**config.mk**
```make
export PLATFORM = sky130hd
export DESIGN_NAME = encoder_glitch_filter_unwrap
export DESIGN_NICKNAME = d
export VERILOG_FILES = /design/src/egfu_pkg.sv /design/src/encoder_glitch_filter_unwrap.sv /design/src/egfu_ctrl.sv /design/src/egfu_dp.sv
export SDC_FILE = /design/constraint.sdc
export NUM_CORES = 2
export LEC_CHECK = 0
export BUFFER_PORTS_ARGS = -buffer_cell sky130_fd_sc_hd__buf_2
export CORE_MARGIN = 4
export CORE_UTILIZATION = 55
export DETAILED_ROUTE_END_ITERATION = 8
export PLACE_DENSITY = 0.72
export SLEW_MARGIN = 25
export SYNTH_ARGS = -nofsm -noshare
export SYNTH_HDL_FRONTEND = slang
export SYNTH_HIERARCHICAL = 1
export SYNTH_SLANG_ARGS = --single-unit
```
**constraint.sdc**
```tcl
create_clock -name aclk -period 26.3 [get_ports aclk]
set_clock_uncertainty 0.1 [all_clocks]
set_input_delay 2.63 -clock aclk [delete_from_list [all_inputs] [get_ports aclk]]
set_output_delay 2.63 -clock aclk [all_outputs]
set_load 0.01 [all_outputs]
```
**src/egfu_pkg.sv**
```systemverilog
// Shared types and constants for the encoder glitch filter and unwrap block.
// No dependencies; imported by every module of the block.
`default_nettype none

package egfu_pkg;

    localparam int RAW_W  = 16;
    localparam int POS_W  = 32;
    localparam int CFG_W  = 32;
    localparam int IDX_W  = 3;
    localparam int TRUST_W = 3;
    localparam int PER_W  = 17;
    localparam int PP_W   = 7;
    localparam int PP_N   = 128;

    localparam int DIV_BITS  = 4;   // quotient bits resolved per cycle
    localparam int DIV_STEPS = RAW_W / DIV_BITS;
    localparam int DIV_CNT_W = $clog2(DIV_STEPS);

    localparam logic [15:0] THIRD_TURN     = 16'd21845;
    localparam logic [15:0] TWO_THIRD_TURN = 16'd43690;
    localparam logic [16:0] ONE_TURN       = 17'h10000;
    localparam logic [16:0] HALF_TURN      = 17'h08000;

    // floor(x / 5) for x below 2^18 as (x * FIFTH_RECIP) >> FIFTH_SHIFT
    localparam logic [17:0] FIFTH_RECIP = 18'd209716;
    localparam int          FIFTH_SHIFT = 20;

    // Register map
    localparam logic [IDX_W-1:0] REG_ENCODER_BIAS  = 3'd0;
    localparam logic [IDX_W-1:0] REG_POSITION_BIAS = 3'd1;
    localparam logic [IDX_W-1:0] REG_LAG_GAIN      = 3'd2;
    localparam logic [IDX_W-1:0] REG_POLE_PAIRS    = 3'd3;
    localparam logic [IDX_W-1:0] REG_JUMP_LIMIT    = 3'd4;

    localparam logic [15:0]       ENCODER_BIAS_RST  = 16'd0;
    localparam logic [POS_W-1:0]  POSITION_BIAS_RST = 32'd0;
    localparam logic [15:0]       LAG_GAIN_RST      = 16'd24904;
    localparam logic [14:0]       JUMP_LIMIT_RST    = 15'd500;
    localparam logic [PER_W-1:0]  PERIOD_RST        = 17'h10000;
    localparam logic signed [TRUST_W-1:0] TRUST_RST = -3'sd2;
    localparam logic signed [TRUST_W-1:0] TRUST_MAX = 3'sd2;

    typedef logic [PP_N-1:0][PER_W-1:0] period_table_t;

    // round(65536 / pp) by long division, pole pair count of zero acts as one
    function automatic logic [PER_W-1:0] period_of(input int pp_in);
        logic [PER_W-1:0] num;
        logic [PER_W:0]   rem;
        logic [PER_W-1:0] quo;
        int               pp;
        pp  = (pp_in == 0) ? 1 : pp_in;
        num = 17'h10000 + PER_W'(pp >> 1);
        rem = '0;
        quo = '0;
        for (int i = PER_W - 1; i >= 0; i--) begin
            rem = {rem[PER_W-1:0], num[i]};
            if (rem >= (PER_W+1)'(pp)) begin
                rem    = rem - (PER_W+1)'(pp);
                quo[i] = 1'b1;
            end
        end
        return quo;
    endfunction

    function automatic period_table_t build_period_table();
        period_table_t t;
        for (int i = 0; i < PP_N; i++) begin
            t[i] = period_of(i);
        end
        return t;
    endfunction

    localparam period_table_t PERIOD_TABLE = build_period_table();

    typedef enum logic [2:0] {
        S_IDLE,
        S_PRED,
        S_ERR,
        S_MUL,
        S_LAG,
        S_DIV,
        S_DONE
    } egfu_state_t;

    // controller to datapath
    typedef struct packed {
        logic load_in;
        logic pred;
        logic err;
        logic mul;
        logic lag;
        logic div;
        logic div_first;
        logic load_out;
    } egfu_cmd_t;

    // datapath to controller
    typedef struct packed {
        logic out_free;
    } egfu_status_t;

endpackage

`default_nettype wire

```
**src/encoder_glitch_filter_unwrap.sv**
```systemverilog
// Top level of the encoder glitch filter and multiturn unwrap.
// Depends on egfu_pkg, egfu_ctrl (sequencer) and egfu_dp (datapath).
//
// Usage notes
//  - s_ channel: one raw 16-bit encoder reading per beat, taken when
//    s_tvalid and s_tready are both high. s_tready is high only while the
//    sequencer is idle; one sample is in flight at a time.
//  - m_ channel: one result beat per sample, held in an output register
//    until m_tready; a waiting result does not block the next sample from
//    being taken, only the hand-over of the following result.
//  - A new sample is taken only once the last one has passed PRED, MUL,
//    ERR, LAG, DIV and DONE; the electrical sub-angle remainder in DIV is
//    worked four bits a cycle.
//  - cfg channel: register index and data; always ready, write only while
//    idle. The pole pair count is turned into its electrical period on
//    the write itself.
//  - Reset (aresetn low, synchronous): registers to their defaults, trust
//    counter back to untrusted, history and multiturn count to zero,
//    output beat dropped.
//  - If the receiver stalls, the sequencer holds its finished sample and
//    takes no new beat until the output register frees up.
`default_nettype none

module encoder_glitch_filter_unwrap
    import egfu_pkg::*;
(
    input  wire logic               aclk,
    input  wire logic               aresetn,
    // raw_angle [15:0]
    input  wire logic               s_tvalid,
    output logic                    s_tready,
    input  wire logic [RAW_W-1:0]   s_tdata,
    // filtered_angle [15:0], angle_delta [31:16],
    // multiturn_position [63:32], elec_sub_angle [79:64]
    output logic                    m_tvalid,
    input  wire logic               m_tready,
    output logic [79:0]             m_tdata,
    // replaced [0]
    output logic [0:0]              m_tuser,
    // configuration writes
    input  wire logic               cfg_valid,
    output logic                    cfg_ready,
    input  wire logic [IDX_W-1:0]   cfg_index,
    input  wire logic [CFG_W-1:0]   cfg_data
);

    egfu_cmd_t    cmd;
    egfu_status_t status;

    // register writes are always accepted
    assign cfg_ready = 1'b1;

    egfu_ctrl u_ctrl (
        .aclk     (aclk),
        .aresetn  (aresetn),
        .s_tvalid (s_tvalid),
        .s_tready (s_tready),
        .status   (status),
        .cmd      (cmd)
    );

    egfu_dp u_dp (
        .aclk      (aclk),
        .aresetn   (aresetn),
        .raw_angle (s_tdata),
        .cfg_valid (cfg_valid),
        .cfg_index (cfg_index),
        .cfg_data  (cfg_data),
        .cmd       (cmd),
        .status    (status),
        .m_tvalid  (m_tvalid),
        .m_tready  (m_tready),
        .m_tdata   (m_tdata),
        .m_tuser   (m_tuser)
    );

endmodule

`default_nettype wire

```
**src/egfu_ctrl.sv**
```systemverilog
// Sequencer for the encoder filter: steps one sample through the datapath.
// Depends on egfu_pkg (state enum, command and status structs).
`default_nettype none

module egfu_ctrl
    import egfu_pkg::*;
(
    input  wire logic         aclk,
    input  wire logic         aresetn,
    input  wire logic         s_tvalid,
    output logic              s_tready,
    input  wire egfu_status_t status,
    output egfu_cmd_t         cmd
);

    egfu_state_t            state_reg, state_next;
    logic [DIV_CNT_W-1:0]   cnt_reg, cnt_next;

    always_ff @(posedge aclk) begin
        if (!aresetn) begin
            state_reg <= S_IDLE;
            cnt_reg   <= '0;
        end else begin
            state_reg <= state_next;
            cnt_reg   <= cnt_next;
        end
    end

    // seam lift and |step| first, then the 4/5 multiply, then the decision, the lag term and the remainder
    always_comb begin
        state_next = state_reg;
        cnt_next   = cnt_reg;
        case (state_reg)
            S_IDLE: begin
                if (s_tvalid) state_next = S_PRED;
            end
            S_PRED: state_next = S_MUL;
            S_MUL:  state_next = S_ERR;
            S_ERR:  state_next = S_LAG;
            S_LAG: begin
                state_next = S_DIV;
                cnt_next   = '0;
            end
            S_DIV: begin
                cnt_next = cnt_reg + 1'b1;
                if (cnt_reg == DIV_CNT_W'(DIV_STEPS - 1)) state_next = S_DONE;
            end
            S_DONE: begin
                if (status.out_free) state_next = S_IDLE;
            end
            default: state_next = S_IDLE;
        endcase
    end

    always_comb begin
        cmd      = '0;
        s_tready = 1'b0;
        case (state_reg)
            S_IDLE: begin
                s_tready    = 1'b1;
                cmd.load_in = s_tvalid;
            end
            S_PRED: cmd.pred = 1'b1;
            S_ERR:  cmd.err  = 1'b1;
            S_MUL:  cmd.mul  = 1'b1;
            S_LAG:  cmd.lag  = 1'b1;
            S_DIV: begin
                cmd.div       = 1'b1;
                cmd.div_first = (cnt_reg == '0);
            end
            S_DONE: cmd.load_out = status.out_free;
            default: cmd = '0;
        endcase
    end

endmodule

`default_nettype wire

```
**src/egfu_dp.sv**
```systemverilog
// Datapath: bias removal, glitch prediction, lag term, unwrap, electrical modulo.
// Depends on egfu_pkg; sequenced by egfu_ctrl through egfu_cmd_t.
`default_nettype none

module egfu_dp
    import egfu_pkg::*;
(
    input  wire logic               aclk,
    input  wire logic               aresetn,
    input  wire logic [RAW_W-1:0]   raw_angle,
    input  wire logic               cfg_valid,
    input  wire logic [IDX_W-1:0]   cfg_index,
    input  wire logic [CFG_W-1:0]   cfg_data,
    input  wire egfu_cmd_t          cmd,
    output egfu_status_t            status,
    output logic                    m_tvalid,
    input  wire logic               m_tready,
    output logic [79:0]             m_tdata,
    output logic [0:0]              m_tuser
);

    // configuration
    logic [15:0]       enc_bias_reg;
    logic [POS_W-1:0]  pos_bias_reg;
    logic [15:0]       lag_gain_reg;
    logic [14:0]       jump_reg;
    logic [PER_W-1:0]  period_reg;

    // filter state
    logic [15:0]                 prev_reg, hist_old_reg, hist_new_reg;
    logic signed [TRUST_W-1:0]   trust_reg, trust_next;
    logic [POS_W-1:0]            unwrap_reg, unwrap_next;

    // per-sample working registers
    logic [15:0]        noc_reg;
    logic signed [15:0] meas_reg;
    logic               bypass_reg;
    logic [17:0]        n_abs_reg;
    logic               d_neg_reg;
    logic signed [15:0] step_reg;
    logic [16:0]        h1l_reg, srl_reg;
    logic [15:0]        angle_pre_reg, angle_pre_next;
    logic signed [15:0] delta_reg, delta_next;
    logic               repl_reg, repl_next;
    logic signed [32:0] prod_reg;
    logic [15:0]        angle_f_reg;
    logic [16:0]        rem_reg, rem_next;
    logic [15:0]        dvd_reg, dvd_next;
    logic [POS_W-1:0]   pos_reg;

    logic               m_tvalid_reg;
    logic [79:0]        m_tdata_reg;
    logic               m_tuser_reg;

    assign status.out_free = !m_tvalid_reg || m_tready;
    assign m_tvalid = m_tvalid_reg;
    assign m_tdata  = m_tdata_reg;
    assign m_tuser  = m_tuser_reg;

    // input stage
    logic [15:0] noc;
    assign noc = raw_angle - enc_bias_reg;

    // prediction stage
    logic        lo0, lo1, lift, sr_up;
    logic [16:0] h0l, h1l, srl, hd;
    logic signed [15:0] d;
    logic [15:0] d_abs;
    logic [17:0] n_abs;
    logic signed [16:0] hdiff;
    logic [16:0] hdiff_abs;
    logic        bypass;

    always_comb begin
        lo0   = hist_old_reg < THIRD_TURN;
        lo1   = hist_new_reg < THIRD_TURN;
        lift  = (lo0 || hist_old_reg >= TWO_THIRD_TURN) && (lo1 || hist_new_reg >= TWO_THIRD_TURN);
        sr_up = lift && ((lo0 && lo1) ? (noc_reg < TWO_THIRD_TURN) : (noc_reg < THIRD_TURN));
        h0l   = {1'b0, hist_old_reg} + ((lift && lo0) ? ONE_TURN : 17'd0);
        h1l   = {1'b0, hist_new_reg} + ((lift && lo1) ? ONE_TURN : 17'd0);
        srl   = {1'b0, noc_reg} + (sr_up ? ONE_TURN : 17'd0);
        hd    = h1l - h0l;
        d     = $signed(hd[15:0]);
        d_abs = d[15] ? (16'd0 - d) : d;            // -32768 gives 32768
        n_abs = {d_abs, 2'b00} + 18'd2;             // 4|d| + 2
        hdiff = $signed({1'b0, hist_new_reg}) - $signed({1'b0, hist_old_reg});
        hdiff_abs = hdiff[16] ? 17'(-hdiff) : 17'(hdiff);
        bypass = trust_reg[TRUST_W-1] || (hdiff_abs > {2'b00, jump_reg});
    end

    // step stage: round(4|d| / 5) by reciprocal multiplication
    logic [35:0] q_full;
    logic [15:0] q;
    always_comb begin
        q_full = n_abs_reg * FIFTH_RECIP;
        q      = q_full[FIFTH_SHIFT+15:FIFTH_SHIFT];
    end

    // decision stage
    logic signed [18:0] est, err;
    logic [18:0]        err_abs;
    logic               reject;

    always_comb begin
        est     = $signed({2'b00, h1l_reg}) + 19'(step_reg);
        err     = $signed({2'b00, srl_reg}) - est;
        err_abs = err[18] ? 19'(-err) : 19'(err);
        reject  = err_abs > {4'b0000, jump_reg};

        angle_pre_next = noc_reg;
        delta_next     = meas_reg;
        repl_next      = 1'b0;
        trust_next     = trust_reg;
        if (bypass_reg) begin
            if (trust_reg[TRUST_W-1]) trust_next = trust_reg + 3'sd1;
        end else if (reject) begin
            angle_pre_next = est[15:0];
            delta_next     = step_reg;
            repl_next      = 1'b1;
            trust_next     = (trust_reg == TRUST_MAX) ? TRUST_RST : trust_reg + 3'sd1;
        end else begin
            trust_next = '0;
        end
    end

    // lag term: truncate toward zero, keep low 16 bits
    logic signed [33:0] total;
    logic [15:0]        angle_f;
    always_comb begin
        total   = $signed({2'b00, angle_pre_reg, 16'h0000}) + 34'(prod_reg);
        angle_f = total[31:16] + {15'd0, total[33] && (total[15:0] != 16'h0000)};
    end

    // unwrap to a multiturn count
    logic [16:0] gap;
    logic [15:0] turns;
    always_comb begin
        gap   = ({1'b0, unwrap_reg[15:0]} >= {1'b0, angle_f_reg})
              ? ({1'b0, unwrap_reg[15:0]} - {1'b0, angle_f_reg})
              : ({1'b0, angle_f_reg} - {1'b0, unwrap_reg[15:0]});
        turns = unwrap_reg[31:16];
        if (gap > HALF_TURN) begin
            turns = angle_f_reg[15] ? (turns - 16'd1) : (turns + 16'd1);
        end
        unwrap_next = {turns, angle_f_reg};
    end

    // restoring remainder, DIV_BITS bits per cycle
    logic [17:0] trial;
    always_comb begin
        rem_next = cmd.div_first ? 17'd0 : rem_reg;
        dvd_next = cmd.div_first ? angle_f_reg : dvd_reg;
        trial    = '0;
        for (int i = 0; i < DIV_BITS; i++) begin
            trial    = {rem_next, dvd_next[15]};
            dvd_next = {dvd_next[14:0], 1'b0};
            if (trial >= {1'b0, period_reg}) trial = trial - {1'b0, period_reg};
            rem_next = trial[16:0];
        end
    end

    // control-side state with reset
    always_ff @(posedge aclk) begin
        if (!aresetn) begin
            enc_bias_reg <= ENCODER_BIAS_RST;
            pos_bias_reg <= POSITION_BIAS_RST;
            lag_gain_reg <= LAG_GAIN_RST;
            jump_reg     <= JUMP_LIMIT_RST;
            period_reg   <= PERIOD_RST;
            prev_reg     <= '0;
            hist_old_reg <= '0;
            hist_new_reg <= '0;
            trust_reg    <= TRUST_RST;
            unwrap_reg   <= '0;
            m_tvalid_reg <= 1'b0;
        end else begin
            if (cfg_valid) begin
                case (cfg_index)
                    REG_ENCODER_BIAS:  enc_bias_reg <= cfg_data[15:0];
                    REG_POSITION_BIAS: pos_bias_reg <= cfg_data;
                    REG_LAG_GAIN:      lag_gain_reg <= cfg_data[15:0];
                    REG_POLE_PAIRS:    period_reg   <= PERIOD_TABLE[cfg_data[PP_W-1:0]];
                    REG_JUMP_LIMIT:    jump_reg     <= cfg_data[14:0];
                    default: ;
                endcase
            end
            if (cmd.load_in) prev_reg <= noc;
            if (cmd.err) begin
                trust_reg    <= trust_next;
                hist_old_reg <= hist_new_reg;
                hist_new_reg <= angle_pre_next;
            end
            if (cmd.div_first) unwrap_reg <= unwrap_next;
            if (cmd.load_out) m_tvalid_reg <= 1'b1;
            else if (m_tready) m_tvalid_reg <= 1'b0;
        end
    end

    // payload registers
    always_ff @(posedge aclk) begin
        if (cmd.load_in) begin
            noc_reg  <= noc;
            meas_reg <= $signed(noc - prev_reg);
        end
        if (cmd.pred) begin
            bypass_reg <= bypass;
            n_abs_reg  <= n_abs;
            d_neg_reg  <= d[15];
            h1l_reg    <= h1l;
            srl_reg    <= srl;
            prod_reg   <= meas_reg * $signed({1'b0, lag_gain_reg});
        end
        if (cmd.mul) step_reg <= d_neg_reg ? $signed(16'd0 - q) : $signed(q);
        if (cmd.err) begin
            angle_pre_reg <= angle_pre_next;
            delta_reg     <= delta_next;
            repl_reg      <= repl_next;
        end
        if (cmd.lag) angle_f_reg <= angle_f;
        if (cmd.div) begin
            rem_reg <= rem_next;
            dvd_reg <= dvd_next;
        end
        if (cmd.div_first) pos_reg <= unwrap_next - pos_bias_reg;
        if (cmd.load_out) begin
            m_tdata_reg <= {rem_reg[15:0], pos_reg, delta_reg, angle_f_reg};
            m_tuser_reg <= repl_reg;
        end
    end

endmodule

`default_nettype wire

```
* Yosys cells after proc, flatten, opt, wreduce, memory -nomap -nowiden *
Memory sizes are Yosys's and may differ from the RTL's. A register that Yosys moved wholly into a read port is not among the register bits.
Cells that the tools add are included.

word-level totals
  output and inout bits = 84
  flip-flop bits (word level) = 494
  ROM bits = 2176
  logic and storage cells = 156
  memories kept = 1
  input bits = 56

operators by class
  reduce and logical (&&, ||, !) cells = 24
  add/sub/neg operators = 27
  eq/ne operators = 16
  muxes and demuxes = 40
  multiply operators = 2
  magnitude comparators = 14

memories
  memory            depth  bits a word  read ports  clocked after memory_dff  wr ports  RTL line        text
  (name not given)  128    17           1           1                         0         egfu_dp.sv:182  REG_POLE_PAIRS: period_reg <= PERIOD_TABLE[cfg_data[PP_W-1:0]];

operators by type and width
  kind                    count
  $mux 17                 9
  $mux 16                 9
  $ge 18x17->1            4
  $sub 17x17->17          4
  $sub 16x16->17          3
  $lt 16x15->1 const B    3
  $sub 16x16->16          3
  $add 16x17->17          2
  $add 33x33->34          1
  $mul 18x16->34 const B  1
  $mul 16x17->33          1
  $ge 16x16->1 const B    2
  $sub 1x16->16 const A   2
  $sub 32x32->32          1
  $mux 3                  7
  $pmux 3 s7              1
  $add 18x16->19          1
  $gt 19x15->1            1
  $mux 19                 1
  $neg 19->19             1
  $sub 18x19->19          1
  $add 18x2->18 const B   1
  $gt 17x15->1            1
  $gt 17x16->1 const B    1
  other kinds (27)        62

* Logic depth before layout (Yosys ltp) *
  depth after elaboration = 11
  mapped depth = 56
  mapped depth without buffers = 50

* Modules after synthesis *
Netlist, hierarchy kept.

by module, submodules not included
  module                        area an instance (µm²)  times used  seq. area each (µm²)  cells each
  egfu_dp                       47315.4                 1           13332.8               5149
  egfu_ctrl                     381.6                   1           100.1                 39
  encoder_glitch_filter_unwrap  11.3                    1           0.0                   2

* Worst setup path before layout *
OpenSTA, ideal clock, no wires.

  kind = reg2reg
  from = register u_ctrl.state_reg[2]
  to = register u_dp.rem_reg[3] (data pin)
  path slack = 12052 ps
  period minus slack after synthesis = 14248 ps
  stages on the path, launching flop included = 53
  library setup time = 278 ps
  buffers on the path = 9
  data arrival time = 13870 ps
  cell sequence = dfxtp_1 > buf_6 > and3b_1 > and2_1 > clkbuf_1 > buf_1 > clkbuf_1 > nor2_1 > ha_1 > o21ai_1 > o21ai_0 > a21o_1 > a32o_1 > a211oi_1 > o21a_1 > clkbuf_1 > mux2_2 > fa_1 > [17 not listed] > a311oi_1 > o31ai_1 > nor2_1 > buf_1 > mux2i_1 > fa_1 > a21oi_1 > o21bai_1 > a2111oi_0 > nor4_1 > a2111oi_0 > o31a_1 > a21oi_1 > or4_1 > clkbuf_1 > nand2_1 > clkbuf_1 > o221ai_1

RTL lines
  what                    RTL line         text
  from (decl)             egfu_ctrl.sv:16  egfu_state_t state_reg, state_next;
  from (signal assigned)  egfu_ctrl.sv:24  state_reg <= state_next;
  to (signal assigned)    egfu_dp.sv:221   rem_reg <= rem_next;
  to (decl)               egfu_dp.sv:47    logic [16:0] rem_reg, rem_next;

==> metrics.csv <==
stage;metric;value;unit
worst_setup_path;FF-to-FF path depth;47;
floorplan;die height;303;µm
worst_setup_path;WP buf/inv;4;
worst_setup_path;worst-path fanout max;73;
worst_setup_path;Worst R2R Setup Slack;11020;ps
route;DRT Pass-1 Iters;6;
route;vias after detailed routing;37900;
clock_tree;latest clock arrival within the worst-skew pair;670;ps
finish;max reg flops;80;
clock_tree;cts-stage hold buffer count;0;
worst_setup_path;max incr delay on CP;870;ps
floorplan;die width;303;µm
sta;fin crit period;15280;ps
synthesis;post-synthesis cell type count;104;
synthesis;Syn Inst Count;5190;
route;antenna-violating nets left;0;
min_path;worst hold stages;0;
clock_tree;H-tree depth;2;
synthesis;Synth area leader;edfxtp_1;
finish;most common cell after layout, fill and taps aside;inv_1;
route;drt drc;0;
clock_tree;clk sinks;509;
synthesis;top post-synthesis cells by area;edfxtp_1, ha_1, fa_1;
floorplan;Core Region;85500;µm²
worst_setup_path;R2R Path End;u_dp/rem_reg[3]$_DFFE_PP_;
sta;Fmax;0.0654;GHz
clock_tree;clk buf depth;3;
synthesis;Synth Register Bits;509;
global_routing;GRT Total Usage;27.9;%
worst_setup_path;CP max stage cell;a2111oi_0;
worst_setup_path;most used cell, CP;a21oi_1;
min_path;min-delay worst type;flop to flop;
finish;Layout fillers;7354;
worst_setup_path;endpoint class of the critical path;flop;
clock_tree;number of gates resized after CTS;0;
worst_setup_path;critical path type;flop to flop;
worst_setup_path;Worst R2R Start;u_ctrl/state_reg[2]$_SDFFE_PN0P_;
finish;most frequent cells in the layout;inv_1, ha_1, nand2_1;
placed_design;placer congestion estimate;0.918;
sta;Final period util;58.1;%
global_routing;first-pass GRT wire length;202;mm
route;drt via density;5.90;
floorplan;I/O pin cnt;140;
clock_tree;CTS tree;built;
floorplan;die area;91500;µm²
clock_tree;Clk pin slew, worst setup/hold paths;60;ps
route;DRT iter0 DRCs;3303;
synthesis;Syn Area/Cell;9.19;µm²
sta;RSZ-0062 raised after global routing;false;
global_routing;number of global-route vias before repair;36400;
worst_setup_path;critical path startpoint category;flop;
synthesis;post-synthesis sequential area ratio;28.2;%
global_routing;grt ovf;0;
worst_setup_path;CP top delay family;compound AO/OA/AOI/OAI gates;
sta;Worst Tran Pin Value;1080;ps
worst_setup_path;Critical Path AT;15550;ps
worst_setup_path;Worst Path Required;26570;ps
outcome;status;completed;
placed_design;port buffer count;138;
clock_tree;CTS Buf Count;56;
synthesis;Post-synth EDFFs;324;
sta;Slew headroom;27.9;%
sta;Final setup viols;0;
sta;TNS Setup;0;ps
floorplan;row cnt;107;
finish;Area Growth Syn to Fin;7.57;%
synthesis;Synth Flop Type;edfxtp_1;
clock_tree;post-CTS setup buffers;0;
min_path;Hold EP;u_dp/m_tdata[25]$_DFFE_PP_;
clock_tree;clock root buffer;clkbuf_16;
flow_run;Max Cap Viol;0;
finish;layout net count;6137;
sta;Final Hold Vio Count;0;
synthesis;Ys Warns;6;
floorplan;Initial Util;55.8;%
route;wire length per cell;20.0;µm
synthesis;Synth top area share;20.4;%
synthesis;ys async rst share;0;%
global_routing;initial antenna violation count;6;
global_routing;largest net degree at the start of global routing;80;
placed_design;post-DP HPWL;98.4;mm
synthesis;Post-Syn Area;47700;µm²
sta;Final Max Tran Viols;0;
finish;layout cells sized above 1;6.98;%
route;WL final;129;mm
synthesis;Syn Nets;6090;
min_path;min-delay src;u_dp/delta_reg[9]$_DFFE_PP_;
worst reg2reg max path: cells and delay by family (launching register included):
kind,cells,cell delay [ps]
compound gates,26,7980
simple gates,8,2040
buf+inv,4,1140
fa+ha+maj,5,1720
flops,1,660
mux,4,1360
cells in the mapped netlist, drive strengths merged, types with 46 or more instances:
| master | n |
|---|---|
| a211oi | 46 |
| a21o | 80 |
| a21oi | 359 |
| and2 | 131 |
| clkbuf | 153 |
| dfxtp | 185 |
| edfxtp | 324 |
| fa | 295 |
| ha | 549 |
| inv | 657 |
| mux2 | 58 |
| mux2i | 79 |
| nand2 | 506 |
| nand2b | 66 |
| nand3 | 88 |
| nor2 | 316 |
| nor2b | 65 |
| nor3 | 87 |
| o21a | 71 |
| o21ai | 204 |
| xnor2 | 176 |
| xor2 | 121 |
logic make-up (layout without fill, tap and decap cells):
logic type / count (synthesis) / in the layout / share of synthesized area, %
other: 1 / 3 / 0.00786
and+or+nand+nor: 1458 / 1458 / 14.7
DFF: 509 / 509 / 28.2
xor gates and xnor gates: 297 / 297 / 5.47
buffers and inverters: 839 / 934 / 6.74
muxes: 138 / 138 / 3.12
AOI/OAI and AO/OA: 1103 / 1103 / 15.0
adders and majority gates: 845 / 845 / 26.8
area by class of cell:
type,count,area (µm²),share of cell area (%)
antenna,2,5.00,0.00975
clock buffer,79,1550,3.02
clock inverter,27,385,0.751
inverter,660,2480,4.84
multi-input combinational,3842,31100,60.6
sequential,509,13400,26.2
tap,1144,1430,2.79
timing repair buffer,168,920,1.79
per-layer routing:
| metal | routed length, µm | vias up | GRT usage (%) |
|---|---|---|---|
| li1 | - | 18000 | - |
| met1 | 57100 | 18400 | 40.0 |
| met2 | 58300 | 1314 | 44.6 |
| met3 | 9610 | 215 | 3.61 |
| met4 | 3870 | 2 | 8.08 |
| met5 | 13 | - | 0 |
metrics by stage:
stage          worst slack (ps)  hold slack, ps  instance area [µm²]  cells  utilization, %
6_report                  11020             313                51300   6431            60.0
5_1_grt                    9920             326                51300   6429            60.0
4_1_cts                   11230             315                51300   6429            60.0
3_5_place_dp              11320             305                49400   6323            57.7
3_3_place_gp              11310             303                49400   6322            57.7
2_1_floorplan             12050             300                47700   5190               -
worst max path at each step:
stage	from	end	cells past startpoint
6_report	u_ctrl/state_reg[2]$_SDFFE_PN0P_	u_dp/rem_reg[3]$_DFFE_PP_	47
5_1_grt	u_ctrl/state_reg[2]$_SDFFE_PN0P_	u_dp/rem_reg[3]$_DFFE_PP_	47
4_1_cts	u_ctrl/state_reg[2]$_SDFFE_PN0P_	u_dp/rem_reg[3]$_DFFE_PP_	47
3_5_place_dp	u_ctrl/state_reg[2]$_SDFFE_PN0P_	u_dp/rem_reg[3]$_DFFE_PP_	47
3_3_place_gp	u_ctrl/state_reg[2]$_SDFFE_PN0P_	u_dp/rem_reg[3]$_DFFE_PP_	47
2_1_floorplan	u_ctrl/state_reg[2]$_SDFFE_PN0P_	u_dp/rem_reg[3]$_DFFE_PP_	52
Power is left out: the tool's default activity adds up to more than one toggle a clock period on the data nets, which glitch-free logic cannot reach.
